===== config.mk =====
export PLATFORM = sky130hd
export DESIGN_NAME = sha256_byte_stream_hasher
export DESIGN_NICKNAME = d
export VERILOG_FILES = /design/src/hw/rtl/shab_pkg.sv /design/src/hw/rtl/sha256_byte_stream_hasher.sv
export SDC_FILE = /design/constraint.sdc
export NUM_CORES = 2
export LEC_CHECK = 0
export BUFFER_PORTS_ARGS = -buffer_cell sky130_fd_sc_hd__buf_2
export CORE_MARGIN = 2
export CORE_UTILIZATION = 40
export DETAILED_ROUTE_END_ITERATION = 10
export PLACE_DENSITY = 0.62
export SKIP_CTS_REPAIR_TIMING = 1
export SYNTH_ARGS = -nofsm -noshare
export SYNTH_HDL_FRONTEND = slang
export SYNTH_SLANG_ARGS = --single-unit
export TNS_END_PERCENT = 5

===== constraint.sdc =====
create_clock -name clk_i -period 62.3 [get_ports clk_i]
set_clock_uncertainty 0.1 [all_clocks]
set_input_delay 9.345 -clock clk_i [delete_from_list [all_inputs] [get_ports clk_i]]
set_output_delay 9.345 -clock clk_i [all_outputs]
set_load 0.05 [all_outputs]

===== src/hw/rtl/shab_pkg.sv =====
// shared types, constants and round functions for the sha-256 byte stream hasher
// depends on nothing; used by hw/rtl/sha256_byte_stream_hasher.sv
package shab_pkg;

  typedef struct packed {
    logic [7:0] data_byte;
    logic       has_byte;
    logic       last_byte;
  } in_item_t;

  typedef struct packed {
    logic [31:0] digest_word;
    logic [2:0]  word_index;
    logic        last_word;
  } out_item_t;

  typedef logic [0:7][31:0] hash_t;

  localparam hash_t InitHash = '{
    32'h6A09E667, 32'hBB67AE85, 32'h3C6EF372, 32'hA54FF53A,
    32'h510E527F, 32'h9B05688C, 32'h1F83D9AB, 32'h5BE0CD19
  };

  localparam logic [7:0] PadMark = 8'h80;

  function automatic logic [31:0] big_sigma0(input logic [31:0] x);
    return {x[1:0], x[31:2]} ^ {x[12:0], x[31:13]} ^ {x[21:0], x[31:22]};
  endfunction

  function automatic logic [31:0] big_sigma1(input logic [31:0] x);
    return {x[5:0], x[31:6]} ^ {x[10:0], x[31:11]} ^ {x[24:0], x[31:25]};
  endfunction

  function automatic logic [31:0] small_sigma0(input logic [31:0] x);
    return {x[6:0], x[31:7]} ^ {x[17:0], x[31:18]} ^ {3'b000, x[31:3]};
  endfunction

  function automatic logic [31:0] small_sigma1(input logic [31:0] x);
    return {x[16:0], x[31:17]} ^ {x[18:0], x[31:19]} ^ {10'b0, x[31:10]};
  endfunction

  function automatic logic [31:0] choose(input logic [31:0] e, input logic [31:0] f,
                                         input logic [31:0] g);
    return (e & f) ^ (~e & g);
  endfunction

  function automatic logic [31:0] majority(input logic [31:0] a, input logic [31:0] b,
                                           input logic [31:0] c);
    return (a & b) ^ (a & c) ^ (b & c);
  endfunction

  function automatic logic [31:0] round_k(input logic [5:0] t);
    logic [31:0] k;
    case (t)
      6'd0:  k = 32'h428A2F98;  6'd1:  k = 32'h71374491;
      6'd2:  k = 32'hB5C0FBCF;  6'd3:  k = 32'hE9B5DBA5;
      6'd4:  k = 32'h3956C25B;  6'd5:  k = 32'h59F111F1;
      6'd6:  k = 32'h923F82A4;  6'd7:  k = 32'hAB1C5ED5;
      6'd8:  k = 32'hD807AA98;  6'd9:  k = 32'h12835B01;
      6'd10: k = 32'h243185BE;  6'd11: k = 32'h550C7DC3;
      6'd12: k = 32'h72BE5D74;  6'd13: k = 32'h80DEB1FE;
      6'd14: k = 32'h9BDC06A7;  6'd15: k = 32'hC19BF174;
      6'd16: k = 32'hE49B69C1;  6'd17: k = 32'hEFBE4786;
      6'd18: k = 32'h0FC19DC6;  6'd19: k = 32'h240CA1CC;
      6'd20: k = 32'h2DE92C6F;  6'd21: k = 32'h4A7484AA;
      6'd22: k = 32'h5CB0A9DC;  6'd23: k = 32'h76F988DA;
      6'd24: k = 32'h983E5152;  6'd25: k = 32'hA831C66D;
      6'd26: k = 32'hB00327C8;  6'd27: k = 32'hBF597FC7;
      6'd28: k = 32'hC6E00BF3;  6'd29: k = 32'hD5A79147;
      6'd30: k = 32'h06CA6351;  6'd31: k = 32'h14292967;
      6'd32: k = 32'h27B70A85;  6'd33: k = 32'h2E1B2138;
      6'd34: k = 32'h4D2C6DFC;  6'd35: k = 32'h53380D13;
      6'd36: k = 32'h650A7354;  6'd37: k = 32'h766A0ABB;
      6'd38: k = 32'h81C2C92E;  6'd39: k = 32'h92722C85;
      6'd40: k = 32'hA2BFE8A1;  6'd41: k = 32'hA81A664B;
      6'd42: k = 32'hC24B8B70;  6'd43: k = 32'hC76C51A3;
      6'd44: k = 32'hD192E819;  6'd45: k = 32'hD6990624;
      6'd46: k = 32'hF40E3585;  6'd47: k = 32'h106AA070;
      6'd48: k = 32'h19A4C116;  6'd49: k = 32'h1E376C08;
      6'd50: k = 32'h2748774C;  6'd51: k = 32'h34B0BCB5;
      6'd52: k = 32'h391C0CB3;  6'd53: k = 32'h4ED8AA4A;
      6'd54: k = 32'h5B9CCA4F;  6'd55: k = 32'h682E6FF3;
      6'd56: k = 32'h748F82EE;  6'd57: k = 32'h78A5636F;
      6'd58: k = 32'h84C87814;  6'd59: k = 32'h8CC70208;
      6'd60: k = 32'h90BEFFFA;  6'd61: k = 32'hA4506CEB;
      6'd62: k = 32'hBEF9A3F7;  6'd63: k = 32'hC67178F2;
      default: k = 32'h0;
    endcase
    return k;
  endfunction

endpackage


===== src/hw/rtl/sha256_byte_stream_hasher.sv =====
// sha-256 hasher over a byte stream: byte collection, padding, round unit, digest output
// depends on hw/rtl/shab_pkg.sv
//
// usage:
//   input channel: one message byte per item (has_byte), or a bare end marker.
//   last_byte ends the message; the block then pads, finishes and sends the digest.
//   output channel: eight items of one 32-bit digest word each, word 0 first,
//   last_word set on word 7.
// flow:
//   a plain byte is taken without a stall. the byte that completes a 64-byte block
//   holds in_stall_o high through 64 rounds of the one shared round unit
//   and the fold of the result into the chaining value.
//   on the last item, padding is shifted into the block one byte per cycle
//   (up to 64 bytes, up to 72 over both blocks when a second block is needed),
//   each padded block then goes through the rounds and the fold, then the eight words
//   follow, one per cycle while out_stall_i is low.
// reset: clears the chaining value to the initial hash, the bit count and all
//   control state; the block starts ready for a new message.
// stall: while out_stall_i is high the current word holds; no new input item
//   is taken until all eight words are delivered.
module sha256_byte_stream_hasher (
  input  logic                clk_i,
  input  logic                rst_ni,
  input  logic                in_valid_i,
  output logic                in_stall_o,
  input  shab_pkg::in_item_t  in_data_i,
  output logic                out_valid_o,
  input  logic                out_stall_i,
  output shab_pkg::out_item_t out_data_o
);

  localparam logic [2:0] ST_IDLE  = 3'd0;
  localparam logic [2:0] ST_PAD   = 3'd1;
  localparam logic [2:0] ST_ROUND = 3'd2;
  localparam logic [2:0] ST_FOLD  = 3'd3;
  localparam logic [2:0] ST_OUT   = 3'd4;

  localparam logic [2:0] PH_NONE = 3'd0;
  localparam logic [2:0] PH_MARK = 3'd1;
  localparam logic [2:0] PH_ZERO = 3'd2;
  localparam logic [2:0] PH_LEN  = 3'd3;
  localparam logic [2:0] PH_DONE = 3'd4;

  logic [2:0]      state_q, state_d;
  logic [2:0]      phase_q, phase_d;
  logic [5:0]      fill_q, fill_d;
  logic [5:0]      round_q, round_d;
  logic [2:0]      out_idx_q, out_idx_d;
  logic [63:0]     bit_count_q, bit_count_d;
  shab_pkg::hash_t chain_q, chain_d;
  shab_pkg::hash_t vars_q, vars_d;
  logic [511:0]    win_q, win_d;

  logic        in_acc, out_acc;
  logic        len_mode;
  logic [63:0] len_shift;
  logic [7:0]  pad_byte;
  logic [31:0] w_new, t1, t2;

  assign in_stall_o  = (state_q != ST_IDLE);
  assign in_acc      = in_valid_i && !in_stall_o;
  assign out_valid_o = (state_q == ST_OUT);
  assign out_acc     = out_valid_o && !out_stall_i;

  assign out_data_o.digest_word = chain_q[out_idx_q];
  assign out_data_o.word_index  = out_idx_q;
  assign out_data_o.last_word   = (out_idx_q == 3'd7);

  // padding byte source
  assign len_mode  = (phase_q == PH_LEN) || ((phase_q == PH_ZERO) && (fill_q == 6'd56));
  assign len_shift = bit_count_q >> {~fill_q[2:0], 3'b000};
  always_comb begin
    if (phase_q == PH_MARK) begin
      pad_byte = shab_pkg::PadMark;
    end else if (len_mode) begin
      pad_byte = len_shift[7:0];
    end else begin
      pad_byte = 8'h00;
    end
  end

  // shared round unit, schedule word 0 is the oldest
  assign w_new = shab_pkg::small_sigma1(win_q[511-32*14 -: 32]) + win_q[511-32*9 -: 32]
               + shab_pkg::small_sigma0(win_q[511-32*1 -: 32]) + win_q[511:480];
  assign t1 = vars_q[7] + shab_pkg::big_sigma1(vars_q[4])
            + shab_pkg::choose(vars_q[4], vars_q[5], vars_q[6])
            + shab_pkg::round_k(round_q) + win_q[511:480];
  assign t2 = shab_pkg::big_sigma0(vars_q[0])
            + shab_pkg::majority(vars_q[0], vars_q[1], vars_q[2]);

  always_comb begin
    state_d     = state_q;
    phase_d     = phase_q;
    fill_d      = fill_q;
    round_d     = round_q;
    out_idx_d   = out_idx_q;
    bit_count_d = bit_count_q;
    chain_d     = chain_q;
    vars_d      = vars_q;
    win_d       = win_q;
    case (state_q)
      ST_IDLE: begin
        if (in_acc) begin
          if (in_data_i.has_byte) begin
            win_d       = {win_q[503:0], in_data_i.data_byte};
            fill_d      = fill_q + 6'd1;
            bit_count_d = bit_count_q + 64'd8;
          end
          if (in_data_i.last_byte) begin
            phase_d = PH_MARK;
          end
          if (in_data_i.has_byte && (fill_q == 6'd63)) begin
            state_d = ST_ROUND;
            round_d = 6'd0;
            vars_d  = chain_q;
          end else if (in_data_i.last_byte) begin
            state_d = ST_PAD;
          end
        end
      end
      ST_PAD: begin
        win_d  = {win_q[503:0], pad_byte};
        fill_d = fill_q + 6'd1;
        if (phase_q == PH_MARK) begin
          phase_d = PH_ZERO;
        end else if (len_mode) begin
          phase_d = (fill_q == 6'd63) ? PH_DONE : PH_LEN;
        end
        if (fill_q == 6'd63) begin
          state_d = ST_ROUND;
          round_d = 6'd0;
          vars_d  = chain_q;
        end
      end
      ST_ROUND: begin
        win_d     = {win_q[479:0], w_new};
        vars_d[7] = vars_q[6];
        vars_d[6] = vars_q[5];
        vars_d[5] = vars_q[4];
        vars_d[4] = vars_q[3] + t1;
        vars_d[3] = vars_q[2];
        vars_d[2] = vars_q[1];
        vars_d[1] = vars_q[0];
        vars_d[0] = t1 + t2;
        round_d   = round_q + 6'd1;
        if (round_q == 6'd63) begin
          state_d = ST_FOLD;
        end
      end
      ST_FOLD: begin
        for (int j = 0; j < 8; j++) begin
          chain_d[j] = chain_q[j] + vars_q[j];
        end
        if (phase_q == PH_DONE) begin
          state_d   = ST_OUT;
          out_idx_d = 3'd0;
        end else if (phase_q == PH_NONE) begin
          state_d = ST_IDLE;
        end else begin
          state_d = ST_PAD;
        end
      end
      ST_OUT: begin
        if (out_acc) begin
          out_idx_d = out_idx_q + 3'd1;
          if (out_idx_q == 3'd7) begin
            state_d     = ST_IDLE;
            phase_d     = PH_NONE;
            fill_d      = 6'd0;
            bit_count_d = 64'd0;
            chain_d     = shab_pkg::InitHash;
          end
        end
      end
      default: begin
        state_d = ST_IDLE;
      end
    endcase
  end

  always_ff @(posedge clk_i or negedge rst_ni) begin
    if (!rst_ni) begin
      state_q     <= ST_IDLE;
      phase_q     <= PH_NONE;
      fill_q      <= 6'd0;
      round_q     <= 6'd0;
      out_idx_q   <= 3'd0;
      bit_count_q <= 64'd0;
      chain_q     <= shab_pkg::InitHash;
    end else begin
      state_q     <= state_d;
      phase_q     <= phase_d;
      fill_q      <= fill_d;
      round_q     <= round_d;
      out_idx_q   <= out_idx_d;
      bit_count_q <= bit_count_d;
      chain_q     <= chain_d;
    end
  end

  // datapath registers
  always_ff @(posedge clk_i) begin
    vars_q <= vars_d;
    win_q  <= win_d;
  end

endmodule

==> flow_metrics.py <==
metrics = {
    "run_status": {
        "status": "complete, no violations",
    },
    "final_layout": {
        "fin_nets": 8724,
        "fillCellCount": 18300,
        "drive_above_1_share_pct": 8.09,
        "area_delta_synth_final_pct": 8.72,
    },
    "clock_tree": {
        "numCtsBuffers": 132,
        "cts_tree": "done",
        "worstSkewPairLatency_ps": 830,
        "cts_root_buf": "clkbuf_16",
        "clock_sinks": 1106,
        "htreeDepth": 4,
        "clk_pin_slew_ps": 60,
        "clk_path_buf_depth": 3,
    },
    "worst_setup_path": {
        "crit_fanout": 34,
        "path_cells": "buf_4, mux4_2, nand2_1, o21ai_0, buf_2",
        "crit_family": "buffers and inverters",
        "arrival_ps": 3620,
        "path_buf_inv": 2,
        "required_ps": 52850,
        "critPathKind": "reg2out",
        "slowest_delay_ps": 860,
        "crit_path_top_delay_cell": "dfrtp_4",
        "start_kind": "flop",
        "cp-end-kind": "output pin",
    },
    "grt": {
        "grt_pass1_vias": 57800,
        "track_usage_pct": 23.9,
        "grt_overflow": 0,
        "grt_max_degree": 241,
        "antenna_found_initial": 1,
        "grt_pass1_wl_mm": 356,
    },
    "timing": {
        "setup_viol": 0,
        "rsz0062_at_grt": "no",
        "worstMarginPinSlew_ps": 1140,
        "hold_viol": 0,
        "max_freq_mhz": 76.5,
        "max_slew_margin_pct": 24.3,
        "finalCriticalPeriod_ps": 13060,
        "tns_ps": 0,
        "min_period_over_period_pct": 21.0,
        "finalMaxSlewViolations": 0,
    },
    "logic_synthesis": {
        "syn-instance-count": 8320,
        "syn_area_sq_mm": 0.0765,
        "synth.area.top_cells": "edfxtp_1, nand2_1, dfrtp_1, ha_1, fa_1",
        "synth_top_cell_by_area": "edfxtp_1",
        "ys_seq_elements": 1106,
        "syn_nets": 8933,
        "synth_warnings": 0,
        "synthFlopType": "edfxtp_1",
        "synthArstFlopShare_pct": 30.6,
        "synth.top_cell.area_share_pct": 30.1,
        "yosysUniqueCellTypes": 104,
        "avgSynthCellArea_sq_um": 9.20,
        "seq_area_frac_synth_pct": 41.4,
        "synth_edf_count": 768,
    },
    "detailed_routing": {
        "routed_wl_mm": 237,
        "wl_per_cell_microns": 22.1,
        "via_per_inst": 5.65,
        "route.detailed.drc": 0,
        "drt_iter0_markers": 6167,
        "vias": 60600,
        "drtPass1Iterations": 6,
        "ant_nets": 0,
    },
    "place": {
        "hpwl_mm": 172,
        "gp_congestion": 0.952,
        "io_buffers": 51,
    },
    "flow_run": {
        "max_cap_violations": 0,
    },
    "floorplanning": {
        "ioPinCount": 52,
        "die-area_sq_mm": 0.195,
        "die_h_microns": 441,
        "fp.dieW_microns": 441,
        "rows": 160,
        "core_sq_mm": 0.190,
        "start_util_pct": 40.2,
    },
    "min_path": {
        "hold_path.class": "reg2reg",
    },
}
## cells in the final DEF (no fill, tap or decap), drive strengths merged, types with 83 or more instances in the layout
master     n
dfrtp    202
buf      116
a21oi    443
o21ai    586
nor2     342
clkbuf   177
xnor2    349
xor2     262
nand3    133
ha       404
inv      450
nand2   2257
fa       195
dfstp    136
mux4      83
a21o     227
nor3      98
edfxtp   768
## routing by layer
layer	wire length, microns	GRT usage (%)
met1	102000	33.0
met2	110000	38.1
met3	15000	2.79
met4	10100	9.98
met5	0	0
## cells by family after synthesis
kind of cell,synth area share [%]
xor gates and xnor gates,6.99
buffers and inverters,4.43
and+or+nand+nor,17.2
muxes,3.69
adders and majority gates,12.0
AOI/OAI and AO/OA,14.2
DFF,41.4
## cell usage after synthesis, types with 13 or more instances
library cell	count
a211o_1	23
a211oi_1	61
a21o_1	227
a21oi_1	443
a311oi_1	18
a31oi_1	56
and2_1	15
and3_1	49
and4_1	13
buf_1	40
clkbuf_1	416
dfrtp_1	202
dfstp_2	136
edfxtp_1	768
fa_1	195
ha_1	404
inv_1	438
maj3_1	24
mux2_2	68
mux2i_1	19
mux4_2	83
nand2_1	2257
nand2b_1	61
nand3_1	131
nand4_1	36
nor2_1	341
nor2b_1	35
nor3_1	95
nor4_1	18
o211ai_1	25
o21a_1	53
o21ai_0	573
o21bai_1	35
o22ai_1	15
o31a_1	13
o31ai_1	30
or2_2	14
or3_1	40
xnor2_1	349
xor2_1	262
## area by class of cell
cell class                 count  area (sq um)  area share (%)
antenna                        2          5.00         0.00602
clock buffer                 177          3550            4.27
clock inverter                66           798           0.960
inverter                     442          1670            2.00
multi-input combinational   6313         41500            49.9
sequential                  1106         31700            38.1
tap                         2511          3140            3.78
timing repair buffer         116           828           0.996
## flip-flops by register name, indices dropped and copies added (netlist names)
name,count
chain_q,256
bit_count_q,61
state_q,3
out_idx_q,3
fill_q,6
win_q,512
phase_q,3
round_q,6
vars_q,256
## path summary, 6_finish.rpt
check | startpoint | end | slack [ps] | depth (start not counted)
setup / recovery | out_idx_q[0] | out_data_o[5] | 49240 | 5
hold / removal | chain_q[110] | chain_q[110] | 420 | 2
setup reg to reg | round_q[1] | vars_q[252] | 51840 | 33
hold reg to reg | chain_q[110] | chain_q[110] | 420 | 2
max in group asynchronous | rst_ni | chain_q[245] | 51500 | 3
min in group asynchronous | rst_ni | chain_q[163] | 8430 | 1
## worst register-to-register path, delay by kind of cell, from the launching register on
| kind | cells | cell delay (ps) |
|---|---|---|
| xor gates and xnor gates | 2 | 930 |
| adders and majority gates | 6 | 2770 |
| AOI/OAI and AO/OA | 13 | 3180 |
| and+or+nand+nor | 8 | 2090 |
| DFF | 1 | 330 |
| buffers and inverters | 4 | 830 |
## metrics by stage
stage	util, %	setup WS, ps	std cells	hold WS [ps]	instance area [sq um]
after global placement	41.4	48730	10500	405	78800
final	43.7	49240	10700	422	83200
after detailed placement	41.4	48690	10500	399	78800
after global routing	43.7	49010	10700	443	83200
after floorplan	-	13830	8320	362	76500
after CTS	43.7	49060	10700	425	83200
Power is left out: the tool's default activity adds up to more than one toggle a clock period on the data nets, which glitch-free logic cannot reach.
